### src/rtl/mspet_pkg.sv
`default_nettype none
// ----------------------------------------------------------------------------
// mspet_pkg
// Shared types and constants of the multi-slot periodic event timer: slot
// count, slot table entry layout, request, result kind and status codes.
// ----------------------------------------------------------------------------
package mspet_pkg;

  localparam int unsigned SLOTS = 10;
  localparam int unsigned IDX_W = (SLOTS > 1) ? $clog2(SLOTS) : 1;

  typedef enum logic [1:0] {
    REQ_TICK  = 2'd0,
    REQ_START = 2'd1,
    REQ_STOP  = 2'd2,
    REQ_POLL  = 2'd3
  } req_e;

  localparam logic KIND_FIRE = 1'b0;
  localparam logic KIND_ACK  = 1'b1;

  localparam logic [1:0] ST_EXISTING  = 2'd0;
  localparam logic [1:0] ST_NEW_SLOT  = 2'd1;
  localparam logic [1:0] ST_FULL      = 2'd2;
  localparam logic [1:0] ST_NOT_FOUND = 2'd3;

  typedef struct packed {
    logic [7:0]  owner;
    logic        assigned;
    logic [23:0] period;
    logic [23:0] remaining;
    logic [15:0] repeats;
  } slot_t;

endpackage
`default_nettype wire

### src/rtl/multi_slot_periodic_event_timer.sv
`default_nettype none
// ----------------------------------------------------------------------------
// multi_slot_periodic_event_timer
// Table of periodic event slots kept in one synchronous memory. Each request
// scans the table slot by slot, a tick or poll with a read-modify-write per slot.
// ----------------------------------------------------------------------------
// Usage:
//   Requests enter on the in channel (valid/ready): tick, start, stop or poll.
//   Results leave on the out channel (valid/ready), one per fired task or one
//   acknowledgement per start or stop, with last_o set on the final result of
//   each request. A tick or poll where nothing fires gives no result.
//   One request is worked on at a time, one memory read per scan cycle unless
//   the scan is halted, with the updated slot of a tick or poll written back
//   as the next slot is read. The next request is taken once the last result
//   is loaded into the output register; a silent tick or poll frees the input
//   once its scan ends. Receiver stalls can delay both.
//   The out channel has an output register and a one-result pending stage:
//   a stalled receiver halts the scan only when a second fire must be queued.
//   in_ready_o is high whenever no request is in progress, even while a
//   result still waits to be taken.
//   After reset every slot reads as empty (zero owner, idle, zero times);
//   per-slot valid bits stand in for clearing the memory.
// ----------------------------------------------------------------------------
module multi_slot_periodic_event_timer (
  input  wire logic               clk_i,
  input  wire logic               rst_ni,
  input  wire logic               in_valid_i,
  output logic                    in_ready_o,
  input  wire logic [1:0]         req_type_i,
  input  wire logic [7:0]         task_id_i,
  input  wire logic [23:0]        period_ticks_i,
  input  wire logic signed [15:0] repeat_count_i,
  output logic                    out_valid_o,
  input  wire logic               out_ready_i,
  output logic                    kind_o,
  output logic [7:0]              fired_id_o,
  output logic [1:0]              status_o,
  output logic                    last_o
);

  localparam int unsigned IW = mspet_pkg::IDX_W;

  typedef enum logic [3:0] {
    S_IDLE  = 4'b0001,
    S_SCAN  = 4'b0010,
    S_WRITE = 4'b0100,
    S_FLUSH = 4'b1000
  } state_e;

  state_e state_q, state_d;

  // slot memory, read data registered
  mspet_pkg::slot_t slot_mem_q [mspet_pkg::SLOTS];
  logic [mspet_pkg::SLOTS-1:0] slot_vld_q;
  mspet_pkg::slot_t rd_q;
  logic             rd_vld_q;
  logic             mem_we, mem_re;
  logic [IW-1:0]    mem_wa, mem_ra;
  mspet_pkg::slot_t mem_wd;

  // request registers
  mspet_pkg::req_e req_q;
  logic [7:0]      id_q;
  logic [23:0]     per_q;
  logic [15:0]     rep_q;
  logic [IW-1:0]   eval_idx_q;

  // scan results for start and stop
  logic             found_q, idle_found_q;
  logic [IW-1:0]    found_idx_q, idle_idx_q;
  mspet_pkg::slot_t found_ent_q;

  // fire waiting for its last marker
  logic       pend_vld_q;
  logic [7:0] pend_id_q;

  // output register
  logic       out_valid_q;
  logic       out_kind_q, out_last_q;
  logic [7:0] out_id_q;
  logic [1:0] out_status_q;

  logic             out_load, out_kind_d, out_last_d;
  logic [7:0]       out_id_d;
  logic [1:0]       out_status_d;
  logic             pend_vld_d;

  mspet_pkg::slot_t ent, upd;
  logic             is_tp, fire, adv, out_free, last_slot, id_match, accept;
  logic [23:0]      rem_dec;
  logic [15:0]      rep_new;

  assign ent       = rd_vld_q ? rd_q : '0;
  assign out_free  = !out_valid_q || out_ready_i;
  assign is_tp     = (req_q == mspet_pkg::REQ_TICK) || (req_q == mspet_pkg::REQ_POLL);
  assign last_slot = (eval_idx_q == IW'(mspet_pkg::SLOTS - 1));
  assign id_match  = ent.assigned && (ent.owner == id_q);
  assign rem_dec   = ent.remaining - 24'd1;
  assign in_ready_o = (state_q == S_IDLE);
  assign accept    = in_valid_i && in_ready_o;

  // per-slot countdown and fire update
  always_comb begin
    upd  = ent;
    fire = 1'b0;
    if (req_q == mspet_pkg::REQ_TICK) begin
      if (ent.repeats != 16'd0 && ent.remaining != 24'd0) begin
        upd.remaining = rem_dec;
        fire          = (rem_dec == 24'd0);
      end
    end else begin
      fire = (ent.remaining == 24'd0) && (ent.repeats != 16'd0);
    end
    // positive counts count down, negative ones repeat forever
    rep_new = (ent.repeats != 16'd0 && !ent.repeats[15]) ? ent.repeats - 16'd1
                                                          : ent.repeats;
    if (fire) begin
      upd.repeats = rep_new;
      if (rep_new != 16'd0) begin
        upd.remaining = ent.period;
      end
    end
  end

  // a second fire can only be queued when the output register frees up
  assign adv = !(is_tp && fire && pend_vld_q && !out_free);

  always_comb begin
    state_d      = state_q;
    mem_we       = 1'b0;
    mem_wa       = eval_idx_q;
    mem_wd       = upd;
    mem_re       = 1'b0;
    mem_ra       = '0;
    out_load     = 1'b0;
    out_kind_d   = mspet_pkg::KIND_FIRE;
    out_id_d     = pend_id_q;
    out_status_d = mspet_pkg::ST_EXISTING;
    out_last_d   = 1'b0;
    pend_vld_d   = pend_vld_q;
    unique case (state_q)
      S_IDLE: begin
        if (in_valid_i) begin
          mem_re  = 1'b1;
          state_d = S_SCAN;
        end
      end
      S_SCAN: begin
        if (adv) begin
          if (is_tp) begin
            mem_we = 1'b1;
            if (fire) begin
              pend_vld_d = 1'b1;
              out_load   = pend_vld_q;
            end
          end
          if (!last_slot) begin
            mem_re = 1'b1;
            mem_ra = eval_idx_q + IW'(1);
          end else if (is_tp) begin
            state_d = (pend_vld_q || fire) ? S_FLUSH : S_IDLE;
          end else begin
            state_d = S_WRITE;
          end
        end
      end
      S_WRITE: begin
        if (out_free) begin
          out_load   = 1'b1;
          out_kind_d = mspet_pkg::KIND_ACK;
          out_id_d   = id_q;
          out_last_d = 1'b1;
          state_d    = S_IDLE;
          if (req_q == mspet_pkg::REQ_START) begin
            mem_wd.owner     = id_q;
            mem_wd.assigned  = 1'b1;
            mem_wd.period    = per_q;
            mem_wd.remaining = per_q;
            mem_wd.repeats   = rep_q;
            if (found_q) begin
              mem_we       = 1'b1;
              mem_wa       = found_idx_q;
              out_status_d = mspet_pkg::ST_EXISTING;
            end else if (idle_found_q) begin
              mem_we       = 1'b1;
              mem_wa       = idle_idx_q;
              out_status_d = mspet_pkg::ST_NEW_SLOT;
            end else begin
              out_status_d = mspet_pkg::ST_FULL;
            end
          end else begin
            mem_wd         = found_ent_q;
            mem_wd.repeats = 16'd0;
            mem_wa         = found_idx_q;
            mem_we         = found_q;
            out_status_d   = found_q ? mspet_pkg::ST_EXISTING : mspet_pkg::ST_NOT_FOUND;
          end
        end
      end
      S_FLUSH: begin
        if (out_free) begin
          out_load   = 1'b1;
          out_last_d = 1'b1;
          pend_vld_d = 1'b0;
          state_d    = S_IDLE;
        end
      end
      default: state_d = S_IDLE;
    endcase
  end

  // slot memory
  always_ff @(posedge clk_i) begin
    if (mem_we) begin
      slot_mem_q[mem_wa] <= mem_wd;
    end
    if (mem_re) begin
      rd_q <= slot_mem_q[mem_ra];
    end
  end

  always_ff @(posedge clk_i or negedge rst_ni) begin
    if (!rst_ni) begin
      slot_vld_q <= '0;
      rd_vld_q   <= 1'b0;
    end else begin
      if (mem_we) begin
        slot_vld_q[mem_wa] <= 1'b1;
      end
      if (mem_re) begin
        rd_vld_q <= slot_vld_q[mem_ra];
      end
    end
  end

  // control state
  always_ff @(posedge clk_i or negedge rst_ni) begin
    if (!rst_ni) begin
      state_q      <= S_IDLE;
      eval_idx_q   <= '0;
      pend_vld_q   <= 1'b0;
      out_valid_q  <= 1'b0;
      found_q      <= 1'b0;
      idle_found_q <= 1'b0;
    end else begin
      state_q    <= state_d;
      pend_vld_q <= pend_vld_d;
      if (out_load) begin
        out_valid_q <= 1'b1;
      end else if (out_ready_i) begin
        out_valid_q <= 1'b0;
      end
      if (accept) begin
        eval_idx_q   <= '0;
        found_q      <= 1'b0;
        idle_found_q <= 1'b0;
      end else if (state_q == S_SCAN && adv) begin
        eval_idx_q <= eval_idx_q + IW'(1);
        if (!is_tp && !found_q) begin
          if (id_match) begin
            found_q <= 1'b1;
          end else if (!idle_found_q && ent.repeats == 16'd0) begin
            idle_found_q <= 1'b1;
          end
        end
      end
    end
  end

  // payload registers
  always_ff @(posedge clk_i) begin
    if (accept) begin
      req_q <= mspet_pkg::req_e'(req_type_i);
      id_q  <= task_id_i;
      per_q <= period_ticks_i;
      rep_q <= $unsigned(repeat_count_i);
    end
    if (state_q == S_SCAN && adv) begin
      if (is_tp && fire) begin
        pend_id_q <= ent.owner;
      end
      if (!is_tp && !found_q) begin
        if (id_match) begin
          found_idx_q <= eval_idx_q;
          found_ent_q <= ent;
        end else if (!idle_found_q && ent.repeats == 16'd0) begin
          idle_idx_q <= eval_idx_q;
        end
      end
    end
    if (out_load) begin
      out_kind_q   <= out_kind_d;
      out_id_q     <= out_id_d;
      out_status_q <= out_status_d;
      out_last_q   <= out_last_d;
    end
  end

  assign out_valid_o = out_valid_q;
  assign kind_o      = out_kind_q;
  assign fired_id_o  = out_id_q;
  assign status_o    = out_status_q;
  assign last_o      = out_last_q;

endmodule
`default_nettype wire
### config.mk
export PLATFORM = sky130hd
export DESIGN_NAME = multi_slot_periodic_event_timer
export DESIGN_NICKNAME = d
export VERILOG_FILES = /design/src/rtl/mspet_pkg.sv /design/src/rtl/multi_slot_periodic_event_timer.sv
export SDC_FILE = /design/constraint.sdc
export NUM_CORES = 1
export LEC_CHECK = 0
export BUFFER_PORTS_ARGS = -buffer_cell sky130_fd_sc_hd__buf_2
export CELL_PAD_IN_SITES_DETAIL_PLACEMENT = 1
export CELL_PAD_IN_SITES_GLOBAL_PLACEMENT = 1
export CORE_MARGIN = 2
export CORE_UTILIZATION = 45
export CTS_CLUSTER_SIZE = 25
export DETAILED_ROUTE_END_ITERATION = 6
export GPL_TIMING_DRIVEN = 0
export PLACE_DENSITY = 0.75
export SLEW_MARGIN = 20
export SYNTH_ARGS = -nofsm -noshare
export SYNTH_HDL_FRONTEND = slang
export SYNTH_SLANG_ARGS = --single-unit
### constraint.sdc
create_clock -name clk_i -period 11.1 [get_ports clk_i]
set_input_delay 0.555 -clock clk_i [delete_from_list [all_inputs] [get_ports clk_i]]
set_output_delay 0.555 -clock clk_i [all_outputs]
set_load 0.02 [all_outputs]
# Word-level counts from Yosys, hierarchy flattened
# Memory sizes are Yosys's and may differ from the RTL's. A register that Yosys moved wholly into a read port is not among the register bits.
# Cells that the tools add are included.
[op_classes]
n_addsub = 3
multipliers = 0
div = 0
n_lt_le_gt_ge = 3
eq_ne = 16
n_shift = 0
muxes = 72
n_bitwise = 2
n_reduce_logical = 44
[op_table]
columns = ["cell", "n"]
rows = [
  ["$mux W73", 4],
  ["$mux W24", 3],
  ["$mux W4", 16],
  ["$logic_not A24 Y1", 2],
  ["$mux W40", 1],
  ["$mux W1", 34],
  ["$reduce_bool A16 Y1", 2],
  ["$reduce_bool A24 Y1", 1],
  ["$sub A24 B1 Y24 const B", 1],
  ["$logic_not A16 Y1", 1],
  ["$mux W16", 1],
  ["$mux W8", 2],
  ["$sub A16 B1 Y16 const B", 1],
  ["$logic_and A1 B1 Y1", 12],
  ["$ne A2 B2 Y1 const B", 6],
  ["$pmux W4 S3", 1],
  ["$reduce_and A4 Y1", 3],
  ["$reduce_bool A2 Y1", 6],
  ["$lt A4 B5 Y1 const B", 2],
  ["$or A10 B10 Y10", 1],
  ["$eq A4 B4 Y1 const B", 2],
  ["$eq A8 B8 Y1", 1],
  ["$mux W2", 4],
  ["$pmux W1 S2", 4],
  ["other kinds (18)", 29],
]
[totals]
ff_bits = 158
latchBits = 0
ramBits = 730
romBits = 0
in_bits = 54
output_inout_bits = 14
elab_cells = 164
memories = 1
[memory_table]
columns = ["name", "words", "word_bits", "read_ports", "rd_clocked_by_memory_dff", "wr", "line_no", "source"]
rows = [
  ["slot_mem_q", 10, 73, 1, 1, 1, "multi_slot_periodic_event_timer.sv:53", "mspet_pkg::slot_t slot_mem_q [mspet_pkg::SLOTS];"],
]

# Logic depth before layout (Yosys ltp)
# Gate-level depths: netlist of the first run.
[logic_depth]
word_depth = 12
ltp_mapped = 19
mapped_depth_nobuf = 11

# Worst setup path after synthesis of the first run
# OpenSTA, ideal clock, no wires.
[synth_path]
kind = "reg-to-reg"
startpoint = "register rd_vld_q"
endpoint = "memory slot_mem_q[3][0] in the netlist's numbering (enable)"
setup_ns = 0.609
t_arrival_ns = 8.388
required_time_ns = 10.491
slack_ns = 2.103
path_stages_with_launch = 17
path_buffers = 5
synth_period_minus_slack_ns = 8.997
path_cell_list = "dfrtp_1 clkbuf_1 clkbuf_1 clkbuf_1 clkbuf_1 nand2_1 ha_1 nor3b_1 a32oi_1 o22a_1 a2111o_1 nor4_2 a21o_1 buf_4 nand2_1 a21oi_1 nor3b_1"
[synth_via]
elab_chain_cells = 12
word_cells_on_any_way = 17
cone_classes = "add/sub: 1; mux: 7; reduce/logical: 9"
[synth_lines]
columns = ["item", "line_no", "source"]
rows = [
  ["start, declared", "multi_slot_periodic_event_timer.sv:56", "logic rd_vld_q;"],
  ["start signal, assigned", "multi_slot_periodic_event_timer.sv:231", "rd_vld_q <= slot_vld_q[mem_ra];"],
  ["$mux W73 *", "multi_slot_periodic_event_timer.sv:93", "assign ent = rd_vld_q ? rd_q : '0;"],
  ["$sub A24 B1 Y24, or another cell as far along", "multi_slot_periodic_event_timer.sv:98", "assign rem_dec = ent.remaining - 24'd1;"],
  ["$logic_not A24 Y1 or $logic_and A1 B1 Y1 (tied branches)", "multi_slot_periodic_event_timer.sv:109, multi_slot_periodic_event_timer.sv:107", ""],
  ["$mux W1", "multi_slot_periodic_event_timer.sv:107", "if (ent.repeats != 16'd0 && ent.remaining != 24'd0) begin"],
  ["$mux W1 *", "multi_slot_periodic_event_timer.sv:106", "if (req_q == mspet_pkg::REQ_TICK) begin"],
  ["$logic_and A1 B1 Y1 * (3 in series)", "multi_slot_periodic_event_timer.sv:126", "assign adv = !(is_tp && fire && pend_vld_q && !out_free);"],
  ["$mux W1 *", "multi_slot_periodic_event_timer.sv:149", "if (adv) begin"],
  ["$pmux W1 S2 *", "multi_slot_periodic_event_timer.sv:141", "unique case (state_q)"],
  ["$mux W1 *", "multi_slot_periodic_event_timer.sv:214", "if (mem_we) begin"],
  ["$mux W1 (implied by the code) *", "multi_slot_periodic_event_timer.sv:215", "slot_mem_q[mem_wa] <= mem_wd;"],
  ["end, declared", "multi_slot_periodic_event_timer.sv:53", ""],
]
# Every way passes the cells marked *; elsewhere a longest branch is shown, timed or not.

==> flow_summary_export.csv, run 1 <==
group,metric,value,unit
run_status,status,"finished clean",
clock_network,cts_tree,"yes",
die,start_util,0.4525,
critical_path,worst-path-max-fanout,10,
sta,fmax,129.4,MHz
synthesis,syn_nets,2582,
power_and_ir_drop,finalPower,12000,uW
detailed_routing,routed_wl,116.6,mm
critical_path,end_kind,"flop",
synthesis,yosysSeqAreaShare,0.7211,
place,hpwl,79.54,mm
sta,finClkSkew,0.04390,ns
detailed_routing,dr.pass1.iters,5,
place,place_area,42270,um^2
die,dieWidth,301.6,um
global_routing,antenna_found_initial,4,
synthesis,yosysWarnings,0,
sta,hold_viol,0,
global_routing,grt_max_degree,45,
synthesis,synth.area.top_cells,"edfxtp_1 (71%), mux2i_1 (5.1%), mux4_2 (4.2%)",
critical_path,crit_path_start_kind,"flop",
synthesis,yosys.cell_count.top_type,"edfxtp_1",
critical_path,reg2regPathDepth,18,
global_routing,grt_pass1_vias,25990,
synthesis,synth_top_cell_area_share,0.7066,
global_routing,track_usage,0.2583,
critical_path,critical_path_buf_inv_count,7,
critical_path,crit_path_frequent_cell,"clkbuf_1",
power_and_ir_drop,p_per_area,262.0,nW/um^2
clock_network,path_clk_slew,0.06,ns
global_routing,grt_pass1_wl,172.6,mm
detailed_routing,viasPerCell,6.141,
critical_path,max_stage_delay,0.93,ns
critical_path,worst-path-stages,18,
critical_path,arrival,8.01,ns
power_and_ir_drop,leakage,0.01469,uW
run,cap_violations,0,
synthesis,syn_avg_cell_area,15.82,um^2
final_layout,drive_gt1_frac,0.1534,
global_routing,overflow,0,
clock_network,cts_root_buf,"clkbuf_16",
sta,fin_crit_sh,0.6964,
clock_network,clock-sinks,961,
critical_path,critPathTopFamily,"buffers and inverters",
clock_network,postCtsSetupBuffers,0,
detailed_routing,routedWlPerCell,29.26,um
sta,hold_ws,0.05832,ns
sta,rsz0062_at_grt,"no",
clock_network,insertion_delay,0.68,ns
sta,tightest_slew,1.195,ns
synthesis,synth_edf_count,938,
min_path,whs_path_depth,1,
die,die_h,301.6,um
sta,slew-limit-headroom,0.2011,
critical_path,path_cells,"clkbuf_1, clkbuf_1, clkbuf_1, clkbuf_1, nand2_1, ha_1, clkbuf_1, nor2_1, a32oi_1, a2111oi_0, nand4_1, nor4_2, a21o_1, buf_4, o41a_1, buf_2, nand2_1, a31oi_1",
final_layout,area_delta_synth_final,14.88,%
clock_network,htree_levels,3,
die,design.die.area,90980,um^2
synthesis,synth_area,39860,um^2
sta,fin_setup_tns,0,ns
critical_path,crit_required,11.38,ns
sta,fin_crit,7.730,ns
min_path,hold_class,"input pin to flop",
synthesis,synth_cell_type_count,74,
synthesis,synth_common_cells,"edfxtp_1 (938), mux2i_1 (203), nand2_1 (200)",
die,num_rows,109,
detailed_routing,route.vias.total,24470,
synthesis,yosys.area.top_type,"edfxtp_1",
clock_network,numCtsBuffers,100,
die,core,88100,um^2
place,gp_congestion,0.9297,
place,port_buffers,67,
sta,finalSetupViolations,0,
detailed_routing,drt_iter0_drc,2531,
final_layout,final_area,45800,um^2
synthesis,synth_cells,2520,
sta,finalMaxSlewViolations,0,
clock_network,cts_buffer_depth,3,
synthesis,synthArstFlopShare,0.02393,
final_layout,final_util,0.5198,
detailed_routing,detail-route-antenna-nets,0,
power_and_ir_drop,ir_drop,0.0001567,V
die,ios,68,
critical_path,crit_slowest_cell,"a31oi_1",
critical_path,crit_type,"flop to flop",
synthesis,ys.flop_type,"edfxtp_1",
synthesis,synth.ff_latch_count,961,
detailed_routing,drc,0,
final_layout,nets,2796,
==> area by class of cell <==
cell class	instances	area, um^2
fill	8413	42310
sequential	961	28740
multi-input combinational	1364	10510
clock buffer	122	2649
tap	1165	1458
timing repair buffer	112	874.6
clock inverter	63	788.3
buffer	175	694.4
inverter	20	77.57
antenna	2	5.005
==> sequential cells by signal (all words and copies together) (netlist names) <==
name          flops
eval_idx_q        4
fired_id_o        8
found_ent_q      57
found_idx_q       4
found_q           1
id_q              8
idle_found_q      1
idle_idx_q        4
kind_o            1
last_o            1
out_valid_o       1
pend_id_q         8
pend_vld_q        1
per_q            24
rd_q             73
rd_vld_q          1
rep_q            16
req_q             2
slot_mem_q      730
slot_vld_q       10
state_q           4
status_o          2
==> placed cells by master (no fill, tap or decap), types with 7 or more instances in the layout <==
| cell type | count |
|---|---|
| xnor2_1 | 23 |
| bufinv_16 | 17 |
| nand2_1 | 199 |
| nand4_1 | 7 |
| o311a_1 | 74 |
| clkinv_1 | 10 |
| a211oi_1 | 20 |
| buf_12 | 7 |
| clkinv_2 | 26 |
| nand2b_1 | 7 |
| o21ai_0 | 103 |
| dfrtp_1 | 22 |
| a22oi_1 | 81 |
| nor3_1 | 15 |
| buf_1 | 14 |
| buf_4 | 29 |
| nand3_1 | 33 |
| mux2i_1 | 203 |
| or3_1 | 8 |
| inv_1 | 18 |
| mux4_2 | 74 |
| clkbuf_16 | 103 |
| mux2_2 | 7 |
| nor2_1 | 50 |
| o21ai_1 | 41 |
| or4_1 | 9 |
| ha_1 | 8 |
| a21oi_1 | 41 |
| o22ai_1 | 75 |
| and2_1 | 53 |
| nor4_1 | 13 |
| nor2b_1 | 89 |
| clkbuf_1 | 152 |
| edfxtp_1 | 938 |
| buf_2 | 88 |
| and3_4 | 7 |
| a31oi_1 | 10 |
| or2_2 | 8 |
==> per-stage QoR <==
| step | setup WS (ns) | cells |
|---|---|---|
| finish | 3.370 | 3984 |
| global route | 3.166 | 3982 |
| CTS | 3.539 | 3979 |
| detailed placement | 3.570 | 3793 |
| global placement | -5.162 | 3752 |
| floorplan | 2.103 | 2520 |
==> what timing repair did <==
action | 4_1_cts | 5_1_grt
gates resized for setup | 0 | 0
hold buffers | 1 | 0
hold endpoints to repair | 22 | 0
==> report_power, final <==
group          total, uW  leakage [uW]  switching (uW)  internal [uW]
clock               3520       0.00169            1420           2100
combinational       3400       0.00412            2370           1030
sequential          5080       0.00888             224           4860
==> metal layers <==
layer,vias up,GRT usage,share of wire
met2,1001,0.4298,0.49
met5,-,0,0
met4,0,0.08298,0.029
met1,12830,0.3495,0.42
met3,213,0.04063,0.061
li1,10430,-,-
==> kinds of logic (layout without fill, tap and decap cells) <==
logic type      Yosys count  count (layout)  synth area share
flops                   961             961            0.7211
simple gates            530             530           0.06783
compound gates          514             514           0.08864
mux                     284             284           0.09476
buf+inv                 195             492           0.01905
xor+xnor                 28              28          0.006152
fa+ha+maj                 8               8          0.002511
other cells               0               2                 0
==> worst paths after layout <==
| kind | start | slack, ns | end |
|---|---|---|---|
| worst max-delay path | rd_vld_q | 3.37 | slot_mem_q[9][19] |
| worst min-delay path | period_ticks_i[10] | 0.06 | per_q[10] |
| worst max register to register | rd_vld_q | 3.37 | slot_mem_q[9][19] |
| worst min register to register | slot_vld_q[3] | 0.47 | slot_vld_q[3] |
| max in group asynchronous | rst_ni | 10.27 | slot_vld_q[6] |
| min in group asynchronous | rst_ni | 0.44 | eval_idx_q[3] |
No activity file was read; power rests on OpenSTA's default activity.
==> run 2, diff against run 1 <==
- clock period: 11.1 -> 7.5 ns (I/O delays scaled with it)
==> run 2 against run 1 <==
Compared with the run above:
- the flow now finishes with violations (DRC)
- wire length is 0.75% higher
- clock power grew 48%
- critical path type unchanged
- largest cell class unchanged
- count of clock-buffer cells in the layout unchanged
- critical endpoint is now rd_q[47]
- largest power group unchanged
- sequential cell count is the same
- register-to-register slack got worse by 3.1 ns
- power is 48% higher
==> flow_summary_export.csv, run 2 (synthesis gave the netlist of run 1 again) <==
group,metric,value,unit
power_and_ir_drop,leakage,0.01490,uW
clock_network,htree_levels,3,
run_status,violations,"DRC",
power_and_ir_drop,ir_drop,0.0002345,V
final_layout,largest_reg_flops,730,
detailed_routing,drt_iter0_drc,2437,
min_path,min_from,"out_ready_i",
power_and_ir_drop,finalPower,17780,uW
die,num_rows,109,
sta,finalSetupViolations,0,
detailed_routing,routed_wl,117.5,mm
sta,finClkSkew,0.04525,ns
clock_network,cts_buffer_depth,3,
clock_network,cts_root_buf,"clkbuf_16",
global_routing,grt_pass1_vias,26230,
detailed_routing,routedWlPerCell,29.12,um
final_layout,final_cell_mix,"edfxtp_1 (938), mux2i_1 (203), nand2_1 (199)",
critical_path,arrival,7.59,ns
critical_path,r2r_setup_slack,0.30,ns
sta,hold_viol,0,
clock_network,cts_tree,"yes",
clock_network,path_clk_slew,0.06,ns
global_routing,grt_max_degree,45,
critical_path,crit_required,7.89,ns
sta,fin_crit_sh,0.9605,
detailed_routing,viasPerCell,6.104,
place,hpwl,79.54,mm
final_layout,area_delta_synth_final,16.14,%
final_layout,largest-register,"slot_mem_q",
critical_path,crit_type,"flop to flop",
global_routing,grt_pass1_wl,173.6,mm
final_layout,drive_gt1_frac,0.1518,
critical_path,end_kind,"flop",
global_routing,overflow,0,
final_layout,reg.largest.list,"slot_mem_q (730), rd_q (73), found_ent_q (57)",
die,design.die.area,90980,um^2
detailed_routing,dr.pass1.iters,7,
sta,fin_crit,7.204,ns
sta,finalMaxSlewViolations,0,
die,die_h,301.6,um
die,start_util,0.4525,
min_path,whs_endpoint,"out_valid_o",
detailed_routing,route.vias.total,24620,
sta,tightest_slew,1.196,ns
min_path,hold_class,"input pin to flop",
clock_network,insertion_delay,0.68,ns
die,dieWidth,301.6,um
critical_path,r2r-end,"rd_q[47]",
critical_path,worst-path-max-fanout,38,
sta,hold_ws,0.1268,ns
final_layout,fillers,8380,
detailed_routing,detail-route-antenna-nets,0,
critical_path,crit_path_start_kind,"flop",
critical_path,reg2regPathDepth,19,
critical_path,reg2reg_from,"rd_vld_q",
die,core,88100,um^2
place,port_buffers,67,
final_layout,nets,2845,
global_routing,track_usage,0.2598,
sta,rsz0062_at_grt,"no",
min_path,whs_path_depth,3,
global_routing,antenna_found_initial,4,
final_layout,layout_commonest_cell,"edfxtp_1",
clock_network,postCtsSetupBuffers,0,
clock_network,numCtsBuffers,100,
clock_network,clock-sinks,961,
sta,slew-limit-headroom,0.2024,
run,cap_violations,0,
place,gp_congestion,0.9297,
die,ios,68,
detailed_routing,drc,1,
sta,fmax,138.8,MHz
run_status,status,"finished, violations left",
power_and_ir_drop,p_per_area,384.0,nW/um^2
run 2: changes by cell type in the layout (fill, tap and decap cells not counted), sizes merged:
cell / change
dlygate4sd3: +50
clkbuf: -1
run 2: area by class of cell:
class                      instances  area [um^2]  area share
antenna                            2        5.005   0.0001081
buffer                           175        698.2     0.01508
clock buffer                     122         2649     0.05721
clock inverter                    63        788.3     0.01703
inverter                          20        77.57    0.001676
multi-input combinational       1364        10510      0.2270
sequential                       961        28740      0.6208
tap                             1165         1458     0.03148
timing repair buffer             161         1368     0.02954
run 2: through the flow:
step / cells / setup TNS, ns / cell area [um^2] / worst slack, ns / utilization
finish: 4033 / 0 / 46300 / 0.2960 / 0.5255
global route: 4031 / 0 / 46290 / 0.1022 / 0.5254
CTS: 4029 / 0 / 46240 / 0.2433 / 0.5248
detailed placement: 3793 / -0.2994 / 42270 / -0.03036 / 0.4798
global placement: 3752 / -2589.43 / 41660 / -8.762 / 0.4728
floorplan: 2520 / -218.52 / 39860 / -1.497 / -
run 2: what timing repair did:
item | CTS | global route
setup endpoints to repair | 39 | 115
hold endpoints to repair | 72 | 0
hold buffers | 51 | 0
resized for setup | 5 | 4
run 2: worst max path at each step:
stage                  start  slack, ns                 to  cells past startpoint
floorplan           rd_vld_q      -1.50   slot_mem_q[3][0]                     16
global placement    rd_vld_q      -8.76  slot_mem_q[7][39]                     16
detailed placement  rd_vld_q      -0.03  slot_mem_q[7][31]                     18
CTS                 rd_vld_q       0.24           rd_q[47]                     19
global route        rd_vld_q       0.10           rd_q[47]                     19
finish              rd_vld_q       0.30           rd_q[47]                     19
run 2: where the power goes:
group	leakage, uW	internal (uW)	switching, uW
Clock	0.00169	3100	2100
Combinational	0.00433	1540	3510
Sequential	0.00888	7190	332
run 2: layer usage:
layer  share of wire  global-route usage  wire (um)
met5               0                   0          0
met3           0.063             0.04106       7404
met2            0.49              0.4351      58040
met4           0.029             0.08145       3427
met1            0.41              0.3496      48580
run 2: critical path: stages, from the launching register on:
cell,delay [ns]
dfrtp_1,0.60
clkbuf_1,0.42
clkbuf_1,0.45
clkbuf_2,0.45
clkbuf_2,0.36
nand2_1,0.21
ha_1,0.35
clkbuf_1,0.36
nor2_1,0.20
a32oi_1,0.07
a2111oi_0,0.53
nand4_1,0.18
nor4_2,0.39
a21o_1,0.19
buf_4,0.22
a211o_2,0.28
buf_2,0.46
buf_2,0.39
nand2_4,0.39
buf_12,0.34
